**src/rtl/core/rau_pkg.sv**
```systemverilog
// ----------------------------------------------------------------------------
// rau_pkg - running aggregate unit shared definitions
// widths, mode codes and sequencer states used by the aggregate unit
// ----------------------------------------------------------------------------
package rau_pkg;

  localparam int RAU_SAMPLE_BITS = 32;
  localparam int RAU_FRAC_BITS   = 16;
  localparam int RAU_RESULT_W    = 64;
  localparam int RAU_COUNT_W     = 32;
  localparam int RAU_MODE_W      = 3;

  typedef enum logic [RAU_MODE_W-1:0] {
    MODE_SUM   = 3'd0,
    MODE_AVG   = 3'd1,
    MODE_MIN   = 3'd2,
    MODE_MAX   = 3'd3,
    MODE_COUNT = 3'd4,
    MODE_DELTA = 3'd5,
    MODE_LAG   = 3'd6,
    MODE_RATIO = 3'd7
  } rau_mode_t;

  typedef enum logic [2:0] {
    ST_IDLE,
    ST_EXEC,
    ST_DIV_START,
    ST_DIV_WAIT,
    ST_OUT
  } rau_state_t;

  // divider status back to the sequencer
  typedef struct packed {
    logic busy;
    logic done;
  } rau_div_stat_t;

endpackage

```
**src/rtl/core/rau_if.sv**
```systemverilog
// ----------------------------------------------------------------------------
// rau_if - channel interfaces of the running aggregate unit
// sample, result and mode-write channels with valid/ready handshake
// ----------------------------------------------------------------------------
interface rau_sample_if import rau_pkg::*; #(
  parameter int SAMPLE_BITS = RAU_SAMPLE_BITS
) ();
  logic                          valid;
  logic                          ready;
  logic signed [SAMPLE_BITS-1:0] sample;
  logic                          sample_null;

  modport source (output valid, sample, sample_null, input ready);
  modport sink   (input valid, sample, sample_null, output ready);
endinterface

interface rau_result_if import rau_pkg::*; ();
  logic                           valid;
  logic                           ready;
  logic signed [RAU_RESULT_W-1:0] value_out;
  logic                           value_null;

  modport source (output valid, value_out, value_null, input ready);
  modport sink   (input valid, value_out, value_null, output ready);
endinterface

interface rau_cfg_if import rau_pkg::*; ();
  logic                  valid;
  logic                  ready;
  logic [RAU_MODE_W-1:0] mode;

  modport source (output valid, mode, input ready);
  modport sink   (input valid, mode, output ready);
endinterface

```
**src/rtl/core/rau_div.sv**
```systemverilog
// ----------------------------------------------------------------------------
// rau_div - iterative unsigned divider
// restoring radix-2 division, one quotient bit per cycle
// ----------------------------------------------------------------------------
module rau_div import rau_pkg::*; #(
  parameter int DVD_W = RAU_RESULT_W,
  parameter int DVS_W = RAU_COUNT_W
) (
  input  logic             clk,
  input  logic             rst,
  input  logic             start,
  input  logic [DVD_W-1:0] dividend,
  input  logic [DVS_W-1:0] divisor,
  output logic [DVD_W-1:0] quotient,
  output rau_div_stat_t    stat
);

  localparam int CNT_W = $clog2(DVD_W + 1);

  logic             busy;
  logic             done;
  logic [CNT_W-1:0] cnt;
  logic [DVD_W-1:0] qr;
  logic [DVS_W-1:0] rem;
  logic [DVS_W-1:0] den;

  logic [DVS_W:0]   shifted;
  logic [DVS_W:0]   diff;
  logic             ge;

  assign shifted = {rem, qr[DVD_W-1]};
  assign diff    = shifted - {1'b0, den};
  assign ge      = (shifted >= {1'b0, den});

  always_ff @(posedge clk) begin
    if (rst) begin
      busy <= 1'b0;
      done <= 1'b0;
      cnt  <= '0;
    end else begin
      done <= 1'b0;
      if (start) begin
        busy <= 1'b1;
        cnt  <= CNT_W'(DVD_W);
      end else if (busy) begin
        cnt <= cnt - 1'b1;
        if (cnt == CNT_W'(1)) begin
          busy <= 1'b0;
          done <= 1'b1;
        end
      end
    end
  end

  // datapath, no reset needed
  always_ff @(posedge clk) begin
    if (start) begin
      qr  <= dividend;
      rem <= '0;
      den <= divisor;
    end else if (busy) begin
      rem <= ge ? diff[DVS_W-1:0] : shifted[DVS_W-1:0];
      qr  <= {qr[DVD_W-2:0], ge};
    end
  end

  assign quotient  = qr;
  assign stat.busy = busy;
  assign stat.done = done;

endmodule

```
**src/rtl/core/running_aggregate_unit.sv**
```systemverilog
// ----------------------------------------------------------------------------
// running_aggregate_unit - running aggregate over a sample column
// sum, average, min, max, count, delta, lag and ratio with null handling
// ----------------------------------------------------------------------------
//
//  channel   dir  payload                     handshake
//  -------   ---  --------------------------  ---------------------
//  cfg       in   mode (3 bits)               valid/ready, always ready
//  samples   in   sample, sample_null         valid/ready
//  results   out  value_out, value_null       valid/ready, registered
//
//  sum, min, max, count, delta, lag and null words, and ratio words that
//  come out null: idle, exec and out states
//  avg: idle, exec, div_start, div_wait and out; ratio: idle, exec,
//  div_wait and out; shared bit-serial divider, one quotient bit per cycle
//  samples.ready is high only while the sequencer is idle
//  a finished word waits in the output register, so the next word can be
//  taken while results is stalled
//  rst is synchronous and clears the mode, the running state and all control
//
module running_aggregate_unit import rau_pkg::*; #(
  parameter int SAMPLE_BITS = RAU_SAMPLE_BITS,
  parameter int FRAC_BITS   = RAU_FRAC_BITS
) (
  input  logic          clk,
  input  logic          rst,
  rau_cfg_if.sink       cfg,
  rau_sample_if.sink    samples,
  rau_result_if.source  results
);

  localparam int RW    = RAU_RESULT_W;
  localparam int CW    = RAU_COUNT_W;
  // divider widths: avg needs a 64-bit magnitude over the count,
  // ratio needs the shifted sample magnitude over the previous sample
  localparam int DVD_W = (SAMPLE_BITS + FRAC_BITS > RW) ? SAMPLE_BITS + FRAC_BITS : RW;
  localparam int DVS_W = (SAMPLE_BITS > CW) ? SAMPLE_BITS : CW;

  localparam logic signed [RW-1:0] SUM_MAX = {1'b0, {(RW-1){1'b1}}};
  localparam logic signed [RW-1:0] SUM_MIN = {1'b1, {(RW-1){1'b0}}};

  // configuration
  rau_mode_t mode;

  // running state
  logic signed [RW-1:0]          acc_sum;
  logic signed [SAMPLE_BITS-1:0] min_seen;
  logic signed [SAMPLE_BITS-1:0] max_seen;
  logic        [CW-1:0]          item_count;
  logic signed [SAMPLE_BITS-1:0] last_sample;
  logic                          have_last;

  // sequencer
  rau_state_t state;
  rau_state_t state_next;

  // captured word and pending result
  logic signed [SAMPLE_BITS-1:0] samp;
  logic                          samp_null;
  logic signed [RW-1:0]          res;
  logic                          res_null;
  logic                          use_div;
  logic                          neg;

  // output register
  logic                 out_valid;
  logic signed [RW-1:0] out_value;
  logic                 out_null;

  // sequencer outputs
  logic in_ready;
  logic exec_en;
  logic div_start;
  logic out_load;

  // divider
  logic [DVD_W-1:0] div_dividend;
  logic [DVS_W-1:0] div_divisor;
  logic [DVD_W-1:0] div_quot;
  rau_div_stat_t    div_stat;

  // datapath helpers
  logic signed [RW:0]            sum_wide;
  logic signed [RW-1:0]          sum_sat;
  logic        [CW-1:0]          count_inc;
  logic        [SAMPLE_BITS-1:0] mag_samp;
  logic        [SAMPLE_BITS-1:0] mag_last;
  logic        [RW-1:0]          mag_acc;
  logic                          ratio_ok;
  logic                          quot_big;
  logic signed [RW-1:0]          div_result;
  logic signed [RW-1:0]          final_value;

  // ---------------------------------------------------------------- config
  assign cfg.ready = 1'b1;

  always_ff @(posedge clk) begin
    if (rst) begin
      mode <= MODE_SUM;
    end else if (cfg.valid && cfg.ready) begin
      mode <= rau_mode_t'(cfg.mode);
    end
  end

  // ---------------------------------------------------------------- helpers
  // saturating add of the sign-extended sample
  assign sum_wide = (RW+1)'(acc_sum) + (RW+1)'(samp);
  always_comb begin
    if (sum_wide[RW] != sum_wide[RW-1]) begin
      sum_sat = sum_wide[RW] ? SUM_MIN : SUM_MAX;
    end else begin
      sum_sat = sum_wide[RW-1:0];
    end
  end

  // count holds at all ones
  assign count_inc = (&item_count) ? item_count : item_count + 1'b1;

  assign mag_samp = samp[SAMPLE_BITS-1] ? -samp : samp;
  assign mag_last = last_sample[SAMPLE_BITS-1] ? -last_sample : last_sample;
  assign mag_acc  = acc_sum[RW-1] ? -acc_sum : acc_sum;
  assign ratio_ok = have_last && (last_sample != '0);

  // divider operands, avg starts from the updated sum and count
  always_comb begin
    if (state == ST_DIV_START) begin
      div_dividend = DVD_W'(mag_acc);
      div_divisor  = DVS_W'(item_count);
    end else begin
      div_dividend = DVD_W'(mag_samp) << FRAC_BITS;
      div_divisor  = DVS_W'(mag_last);
    end
  end

  rau_div #(
    .DVD_W (DVD_W),
    .DVS_W (DVS_W)
  ) u_div (
    .clk      (clk),
    .rst      (rst),
    .start    (div_start),
    .dividend (div_dividend),
    .divisor  (div_divisor),
    .quotient (div_quot),
    .stat     (div_stat)
  );

  // sign and saturate the quotient magnitude
  assign quot_big = |div_quot[DVD_W-1:RW-1];
  always_comb begin
    if (neg) begin
      div_result = quot_big ? SUM_MIN : -$signed(div_quot[RW-1:0]);
    end else begin
      div_result = quot_big ? SUM_MAX : $signed(div_quot[RW-1:0]);
    end
  end

  always_comb begin
    if (res_null) begin
      final_value = '0;
    end else if (use_div) begin
      final_value = div_result;
    end else begin
      final_value = res;
    end
  end

  // ---------------------------------------------------------------- sequencer
  always_ff @(posedge clk) begin
    if (rst) begin
      state <= ST_IDLE;
    end else begin
      state <= state_next;
    end
  end

  always_comb begin
    state_next = state;
    case (state)
      ST_IDLE: begin
        if (samples.valid) state_next = ST_EXEC;
      end
      ST_EXEC: begin
        if (samp_null) begin
          state_next = ST_OUT;
        end else if (mode == MODE_AVG) begin
          state_next = ST_DIV_START;
        end else if (mode == MODE_RATIO && ratio_ok) begin
          state_next = ST_DIV_WAIT;
        end else begin
          state_next = ST_OUT;
        end
      end
      ST_DIV_START: begin
        state_next = ST_DIV_WAIT;
      end
      ST_DIV_WAIT: begin
        if (div_stat.done) state_next = ST_OUT;
      end
      ST_OUT: begin
        if (!out_valid || results.ready) state_next = ST_IDLE;
      end
      default: begin
        state_next = ST_IDLE;
      end
    endcase
  end

  always_comb begin
    in_ready  = 1'b0;
    exec_en   = 1'b0;
    div_start = 1'b0;
    out_load  = 1'b0;
    case (state)
      ST_IDLE: begin
        in_ready = 1'b1;
      end
      ST_EXEC: begin
        exec_en   = 1'b1;
        div_start = !samp_null && (mode == MODE_RATIO) && ratio_ok;
      end
      ST_DIV_START: begin
        div_start = 1'b1;
      end
      ST_DIV_WAIT: begin
        div_start = 1'b0;
      end
      ST_OUT: begin
        out_load = !out_valid || results.ready;
      end
      default: begin
        in_ready = 1'b0;
      end
    endcase
  end

  assign samples.ready = in_ready;

  // capture the incoming word
  always_ff @(posedge clk) begin
    if (samples.valid && in_ready) begin
      samp      <= samples.sample;
      samp_null <= samples.sample_null;
    end
  end

  // ---------------------------------------------------------------- state update
  always_ff @(posedge clk) begin
    if (rst) begin
      acc_sum     <= '0;
      min_seen    <= '0;
      max_seen    <= '0;
      item_count  <= '0;
      last_sample <= '0;
      have_last   <= 1'b0;
    end else if (exec_en && !samp_null) begin
      case (mode)
        MODE_SUM: begin
          acc_sum <= sum_sat;
        end
        MODE_AVG: begin
          acc_sum    <= sum_sat;
          item_count <= count_inc;
        end
        MODE_MIN: begin
          if (item_count == '0 || samp < min_seen) min_seen <= samp;
          item_count <= count_inc;
        end
        MODE_MAX: begin
          if (item_count == '0 || samp > max_seen) max_seen <= samp;
          item_count <= count_inc;
        end
        MODE_COUNT: begin
          item_count <= count_inc;
        end
        MODE_DELTA, MODE_LAG, MODE_RATIO: begin
          last_sample <= samp;
          have_last   <= 1'b1;
        end
        default: begin
          have_last <= have_last;
        end
      endcase
    end
  end

  // result staging, payload only
  always_ff @(posedge clk) begin
    if (exec_en) begin
      res      <= '0;
      res_null <= samp_null;
      use_div  <= 1'b0;
      neg      <= samp[SAMPLE_BITS-1] ^ last_sample[SAMPLE_BITS-1];
      if (!samp_null) begin
        case (mode)
          MODE_SUM: begin
            res <= sum_sat;
          end
          MODE_AVG: begin
            use_div <= 1'b1;
          end
          MODE_MIN: begin
            res <= (item_count == '0 || samp < min_seen) ? RW'(samp) : RW'(min_seen);
          end
          MODE_MAX: begin
            res <= (item_count == '0 || samp > max_seen) ? RW'(samp) : RW'(max_seen);
          end
          MODE_COUNT: begin
            res <= $signed(RW'(count_inc) << FRAC_BITS);
          end
          MODE_DELTA: begin
            res      <= RW'(samp) - RW'(last_sample);
            res_null <= !have_last;
          end
          MODE_LAG: begin
            res      <= RW'(last_sample);
            res_null <= !have_last;
          end
          MODE_RATIO: begin
            use_div  <= ratio_ok;
            res_null <= !ratio_ok;
          end
          default: begin
            res_null <= 1'b1;
          end
        endcase
      end
    end else if (state == ST_DIV_START) begin
      neg <= acc_sum[RW-1];
    end
  end

  // ---------------------------------------------------------------- output register
  always_ff @(posedge clk) begin
    if (rst) begin
      out_valid <= 1'b0;
    end else if (out_load) begin
      out_valid <= 1'b1;
    end else if (results.ready) begin
      out_valid <= 1'b0;
    end
  end

  always_ff @(posedge clk) begin
    if (out_load) begin
      out_value <= final_value;
      out_null  <= res_null;
    end
  end

  assign results.valid      = out_valid;
  assign results.value_out  = out_value;
  assign results.value_null = out_null;

  // ---------------------------------------------------------------- checks
  // divider is never restarted mid-division
  a_div_start_idle: assert property (@(posedge clk) disable iff (rst)
    div_start |-> !div_stat.busy)
    else $error("divider started while busy");

  // one word at a time: no new word right after one is taken
  a_one_in_flight: assert property (@(posedge clk) disable iff (rst)
    (samples.valid && samples.ready) |=> !samples.ready)
    else $error("second word accepted while busy");

  // a null result carries a zero value
  a_null_zero: assert property (@(posedge clk) disable iff (rst)
    (results.valid && results.value_null) |-> (results.value_out == '0))
    else $error("null result with nonzero value");

  // the count only grows
  a_count_mono: assert property (@(posedge clk) disable iff (rst)
    1'b1 |=> (item_count >= $past(item_count)))
    else $error("item count went down");

endmodule

```
**src/flat_wrapper.sv**
```systemverilog
// flat-port wrapper written by rule: the top's interface ports become plain ports
module running_aggregate_unit_flat import rau_pkg::*;
#(
  parameter int SAMPLE_BITS = RAU_SAMPLE_BITS,
  parameter int FRAC_BITS   = RAU_FRAC_BITS
)
  (clk, rst, cfg_valid, cfg_mode, cfg_ready, samples_valid, samples_sample, samples_sample_null, samples_ready, results_valid, results_value_out, results_value_null, results_ready);
  rau_cfg_if cfg_i ();
  rau_sample_if #(.SAMPLE_BITS(SAMPLE_BITS)) samples_i ();
  rau_result_if results_i ();
  input  logic clk;
  input  logic rst;
  input wire logic [$bits(cfg_i.valid)-1:0] cfg_valid;
  input wire logic [$bits(cfg_i.mode)-1:0] cfg_mode;
  output wire logic [$bits(cfg_i.ready)-1:0] cfg_ready;
  input wire logic [$bits(samples_i.valid)-1:0] samples_valid;
  input wire logic [$bits(samples_i.sample)-1:0] samples_sample;
  input wire logic [$bits(samples_i.sample_null)-1:0] samples_sample_null;
  output wire logic [$bits(samples_i.ready)-1:0] samples_ready;
  output wire logic [$bits(results_i.valid)-1:0] results_valid;
  output wire logic [$bits(results_i.value_out)-1:0] results_value_out;
  output wire logic [$bits(results_i.value_null)-1:0] results_value_null;
  input wire logic [$bits(results_i.ready)-1:0] results_ready;
  assign cfg_i.valid = cfg_valid;
  assign cfg_i.mode = cfg_mode;
  assign cfg_ready = cfg_i.ready;
  assign samples_i.valid = samples_valid;
  assign samples_i.sample = samples_sample;
  assign samples_i.sample_null = samples_sample_null;
  assign samples_ready = samples_i.ready;
  assign results_valid = results_i.valid;
  assign results_value_out = results_i.value_out;
  assign results_value_null = results_i.value_null;
  assign results_i.ready = results_ready;
  running_aggregate_unit #(.SAMPLE_BITS(SAMPLE_BITS), .FRAC_BITS(FRAC_BITS)) u_core (.clk(clk), .rst(rst), .cfg(cfg_i), .samples(samples_i), .results(results_i));
endmodule
```
**config.mk**
```make
export PLATFORM = sky130hd
export DESIGN_NAME = running_aggregate_unit_flat
export DESIGN_NICKNAME = d
export VERILOG_FILES = /design/src/rtl/core/rau_pkg.sv /design/src/rtl/core/rau_if.sv /design/src/rtl/core/rau_div.sv /design/src/rtl/core/running_aggregate_unit.sv /design/src/flat_wrapper.sv
export SDC_FILE = /design/constraint.sdc
export NUM_CORES = 2
export LEC_CHECK = 0
export BUFFER_PORTS_ARGS = -buffer_cell sky130_fd_sc_hd__buf_2
export CORE_ASPECT_RATIO = 1.1
export CORE_UTILIZATION = 38
export DETAILED_ROUTE_END_ITERATION = 10
export PLACE_DENSITY_LB_ADDON = 0.1
export SLEW_MARGIN = 5
export SYNTH_ARGS = -nofsm -noshare
export SYNTH_HDL_FRONTEND = slang
export SYNTH_SLANG_ARGS = --single-unit
export TNS_END_PERCENT = 30
```
**constraint.sdc**
```tcl
create_clock -name clk -period 7.9 [get_ports clk]
set_clock_uncertainty 0.1 [all_clocks]
set_input_delay 0.79 -clock clk [delete_from_list [all_inputs] [get_ports clk]]
set_output_delay 0.79 -clock clk [all_outputs]
set_load 0.01 [all_outputs]
```
Word-level counts from Yosys, hierarchy flattened --
Index checks and enable logic that the tools add are counted.
Operators by class: $add $sub $neg 9, magnitude comparators 3, equal/unequal tests 16, multiplexer cells 41, bitwise logic cells 2, reduce and logical (&&, ||, !) cells 33
Operators by type and width (count):
- 64-bit 2-to-1 mux | 11
- 64-bit case mux with 6 select lines | 1
- 32-bit 2-to-1 mux | 5
- 64-bit negator | 2
- 64-bit by 32-bit adder with 65-bit output | 1
- 32-bit negator | 2
- 63-bit 2-to-1 mux | 1
- 33-bit by 32-bit >= comparator with 1-bit output | 1
- 32-bit by 32-bit subtractor with 33-bit output | 1
- 32-bit by 1-bit adder with 32-bit output, second input constant | 1
- 32-bit greater-than comparator | 1
- 32-bit zero test | 1
- 32-bit less-than comparator | 1
- 32-bit AND reduction | 1
- 32-bit nonzero test | 1
- 32-bit subtractor | 1
- 3-bit 2-to-1 mux | 6
- 3-bit == test, second input constant | 5
- 3-bit case mux with 5 select lines | 1
- 7-bit 2-to-1 mux | 2
- 3-bit by 2-bit == test with 1-bit output, second input constant | 4
- 1-bit 2-to-1 mux | 11
- 3-bit AND reduction | 3
- 7-bit by 1-bit == test with 1-bit output, second input constant | 1
- 17 further kinds | 39
Word-level totals: bits in registers 502, input port bits 41, word-level logic and storage cells 128

Longest topological paths before layout --
word-level depth 7, gate-level depth with buffers 17, depth with buffers taken out 15

Cells and area by module --
From an unflattened synthesis, not the netlist that was laid out.
Unflattened totals: cell total of the unflattened synthesis 4355, area, all modules 36122.1 um^2
By module, submodules not included:
- running_aggregate_unit | times used 1, cells each 3709, area an instance 28827.6 um^2, sequential area each 8958.6 um^2
- rau_div | times used 1, cells each 646, area an instance 7294.5 um^2, sequential area each 3703.6 um^2

Worst setup path before layout --
Ideal clock, no wire load.
kind flip-flop to flip-flop, start point register u_core.last_sample[2], end point register u_core.u_div.qr[0], in the netlist u_core.u_div.quotient[0], enable pin, library setup time 688 ps, arrival 3973 ps, data required time 7112 ps, path slack 3139 ps, stages on the path, launching flop included 14, buffers on the path 3, period minus slack after synthesis 4761 ps, path through dfxtp_1 -> nor3_1 -> nand3_1 -> nor2_1 -> nand3_1 -> or4_1 -> nor3_1 -> nor2_1 -> and3_1 -> clkbuf_1 -> nor2_1 -> buf_2 -> clkbuf_1 -> nand2_1
On the way: longest elaborated chain between the ends 5
RTL lines:
- start, declared | line running_aggregate_unit.sv:50 | logic signed [SAMPLE_BITS-1:0] last_sample;
- start signal, assigned | line running_aggregate_unit.sv:277 | last_sample <= samp;
- 32-bit nonzero test | line running_aggregate_unit.sv:122 | assign ratio_ok = have_last && (last_sample != '0);
- 1-bit logical AND | line running_aggregate_unit.sv:122
- 1-bit logical AND | line running_aggregate_unit.sv:220 | div_start = !samp_null && (mode == MODE_RATIO) && ratio_ok;
- 1-bit case mux with 2 select lines | line running_aggregate_unit.sv:214 | case (state)
- 2-bit nonzero test (no source line)
- end signal, assigned | line rau_div.sv:58 | qr <= dividend;
- end signal, assigned | line rau_div.sv:63 | qr <= {qr[DVD_W-2:0], ge};
- end, declared | line rau_div.sv:23 | logic [DVD_W-1:0] qr;
No other way between the ends. A chain may end at the register's enable or synchronous reset.

Worst setup path after layout --
start point register u_core.samp[31], end point register u_core.res[40], data pin
On the way: longest elaborated chain between the ends 4
RTL lines:
- start, declared | line running_aggregate_unit.sv:58 | logic signed [SAMPLE_BITS-1:0] samp;
- start signal, assigned | line running_aggregate_unit.sv:242 | samp <= samples.sample;
- 64-bit by 32-bit adder with 65-bit output (tied with other cells) | line running_aggregate_unit.sv:107 | assign sum_wide = (RW+1)'(acc_sum) + (RW+1)'(samp);
- 64-bit 2-to-1 mux (tied with other cells) | line running_aggregate_unit.sv:110 | sum_sat = sum_wide[RW] ? SUM_MIN : SUM_MAX;
- 64-bit 2-to-1 mux (on tied branches) | line running_aggregate_unit.sv:109, running_aggregate_unit.sv:303, running_aggregate_unit.sv:306
- 64-bit case mux with 6 select lines * | line running_aggregate_unit.sv:295 | case (mode)
- end signal, assigned | line running_aggregate_unit.sv:297 | res <= sum_sat;
- end signal, assigned | line running_aggregate_unit.sv:303 | res <= (item_count == '0 || samp < min_seen) ? RW'(samp) : RW'(min_seen);
- end signal, assigned | line running_aggregate_unit.sv:306 | res <= (item_count == '0 || samp > max_seen) ? RW'(samp) : RW'(max_seen);
- end, declared | line running_aggregate_unit.sv:60 | logic signed [RW-1:0] res;
Mark *: on every way between the ends. The rest lies on a longest branch, timed or not.

==> results.md <==
- EDFF count, synth: 261
- Antenna violations before repair: 2
- Synth top area share: 21.6%
- WL final: 142000 µm
- Setup ws final: 1.82 ns
- Worst path cell trace: buf_4 > ha_1 > nand3_1 > nor3_1 > a221oi_1 > o221ai_1 > a31oi_1 > mux2i_4 > mux2i_1 > a221o_1 > a211o_1 > a22oi_1 > o311ai_0
- Sequential fraction of the synthesis area: 34.9%
- Post-synthesis register bit count: 502
- Adder-cell area share of the yosys netlist: 7.78%
- FF-to-FF path depth: 13
- Share of cells above drive strength 1: 8.02%
- Worst-Margin Slew: 1.15 ns
- Post-CTS Setup Inserts: 0
- Hpwl dp: 107000 µm
- Area Overhead vs Synth: 10.0%
- Reg2Reg Setup Slack: 1.82 ns
- First drt pass iteration count: 6
- Fin nets: 4621
- Total grt overflow: 0
- Final setup TNS: 0 ns
- Clock Sinks: 502
- Placed Area: 37900 µm²
- Synth cell types: 95
- Hold_buf cts: 0
- Simple-gate share of the synthesized area: 18.5%
- Fmax: 164 MHz
- Die Y: 326 µm
- Starting DRT DRC Count: 3650
- RSZ-0062 raised after global routing: no
- CP Capture Type: flip-flop
- Die area: 96600 µm²
- Routed Antenna Nets: 0
- Initial core utilization: 38.4%
- Setup WS pre-CTS: 1.88 ns
- Number of port buffers: 107
- Min-delay src: samples_sample[7]
- Max VDD drop: 0.000209 V
- Compound-Gate Fraction of Synth Area: 22.4%
- Rel. slew slack: 23.1%
- Crit path largest cell delay: 0.98 ns
- Total global-route track usage: 28.7%
- Hold depth: 1
- Vias per cell: 5.91
- Mapped cell area: 36200 µm²
- Number of global-route vias before repair: 30300
- Crit-path max FO: 25
- Hold worst-path end: u_core.samp[7]
- Final period util: 77.0%
- Leakage power total: 0.0147 µW
- Setup crit start kind: flip-flop
- Worst Hold Class: in -> reg
- Mapped Cells: 4424
- Pin count of the biggest net entering global routing: 101
- Syn Nets: 4667
- Most common cell after layout, fill and taps aside: nand2_1
- First-pass GRT wire length: 207000 µm
- Diodes inserted: 0
- Async S/R FF share, synth: 0%
- Rows: 118
- Max-slew violation count: 0
- Mux cell area share after synthesis: 2.99%
- Max cap viols: 0
- XOR/XNOR Fraction of Synth Area: 8.15%
- CTS H-tree depth: 2
- Syn avg cell area: 8.19 µm²
- Post-route cell area: 39900 µm²
- Critical R2R Launch: u_core.samp[31]
- Most frequent cells in the layout: 579 x nand2_1, 410 x a21oi_1, 384 x nor2_1
- Warnings from Yosys: 0
- Final Hold Viols: 0
- Count of final setup violators: 0
- CTS root buf: clkbuf_16
- # IOs: 109
- Worst skew pair latency: 0.67 ns
- Worst path arrival time: 6.33 ns
- Slowest-stage cell, CP: edfxtp_1
- CTS Buf Count: 60
- Pwr dens: 203 nW/µm²
- Fill count: 9566
- Remaining DRCs: 0
- Maximum clock insertion buffer count: 3
- Core area: 94300 µm²
- Ys flop type: edfxtp_1
- Reg clk slew, reported paths: 0.06 ns
- CTS tree: yes
- Status: finished, final reports clean
- Final Wtd Congestion: 0.955
- Tmin final: 6.08 ns
- WS Path Type: reg -> reg
- WP data required: 8.15 ns
- Area leader, netlist: edfxtp_1
- Die width: 296 µm
- Total number of vias: 33600
- WL per Instance: 24.9 µm
- Area contributors post-synth: edfxtp_1 22%, dfxtp_1 13%, ha_1 6.9%, nand2_1 6.0%, a21oi_1 5.7%
- CTS resizes: 0
- RR Endpoint: u_core.res[40]
- Main combinational cell family by area after synthesis: compound AO/OA/AOI/OAI gates
cell type report:
| type | count | area (µm²) | area share (%) |
|---|---|---|---|
| Clock buffer | 80 | 1690 | 4.24 |
| Clock inverter | 30 | 307 | 0.769 |
| Inverter | 195 | 732 | 1.84 |
| Multi-Input combinational cell | 3435 | 21800 | 54.6 |
| Sequential cell | 502 | 12700 | 31.8 |
| Tap cell | 1260 | 1580 | 3.95 |
| Timing Repair Buffer | 184 | 1120 | 2.81 |
state kept, by name, summed over array words and instances, names as in the netlist, 3 cells and up:
name and cells:
u_core.item_count 32, u_core.last_sample 32, u_core.u_div.den 32, u_core.u_div.cnt 7, u_core.u_div.quotient 64, u_core.min_seen 32, u_core.u_div.rem 32, u_core.mode 3
u_core.res 64, u_core.max_seen 32, u_core.state 3, u_core.acc_sum 64, u_core.samp 32, u_core.results.value_out 64
metal layers:
metal  global-route usage, %  part of all wire, %  vias to the layer above
met4                    8.68                  3.2                        0
met3                    3.49                  7.9                      177
met5                       0                    0                        -
met2                    40.1                   41                     1364
li1                        -                    -                    15900
met1                    45.0                   48                    16200
critical path, delay by kind of cell (launching register included):
kind                     cells  cell delay (ns)
multiplexers                 2             0.87
flip-flops                   1             0.98
buffers and inverters        1             0.44
AND/OR/NAND/NOR              2             0.23
adder cells (fa/ha/maj)      1             0.33
AO/OA/AOI/OAI                7             2.78
power by group:
group | total, µW | switching [µW] | internal (µW)
combinational | 2160 | 1360 | 798
clock | 2850 | 1220 | 1630
sequential | 3100 | 182 | 2910
through the flow:
stage	utilization [%]	std cells	total power, µW	hold slack (ns)
3_5_place_dp	40.2	5576	5270	0.348
2_1_floorplan	-	4424	4620	0.325
3_3_place_gp	40.2	5576	5270	0.343
6_report	42.3	5686	8110	0.199
5_1_grt	42.3	5686	8470	0.183
4_1_cts	42.3	5686	8120	0.172
cells in the mapped netlist, drive strengths merged (58+ instances only):
master and n:
a21oi 410, a21o 68, nor2 389, dfxtp 241, nand3 102, edfxtp 261
nor3 73, inv 195, o21ai 323, xor2 192, ha 199, xnor2 145
o211ai 58, a211oi 89, clkbuf 242, nand2 580, mux2i 89
logic make-up (layout without fill, tap and decap cells):
kind of cell,count (synthesis),after routing
compound gates,1295,1295
xor+xnor,337,337
fa+ha+maj,229,229
buf+inv,487,489
flops,502,502
mux,106,106
other cells,1,1
simple gates,1467,1467
worst max-delay path by stage:
stage,from,slack (ns),end,cells after the start
floorplan,u_core.last_sample[2],3.14,u_core.u_div.quotient[0],13
global placement,u_core.samp[31],1.96,u_core.res[40],13
detailed placement,u_core.samp[31],1.88,u_core.res[40],13
CTS,u_core.samp[31],1.89,u_core.res[40],13
global route,u_core.samp[31],1.43,u_core.res[40],13
finish,u_core.samp[31],1.82,u_core.res[40],13
No activity file was read; power rests on OpenSTA's default activity.
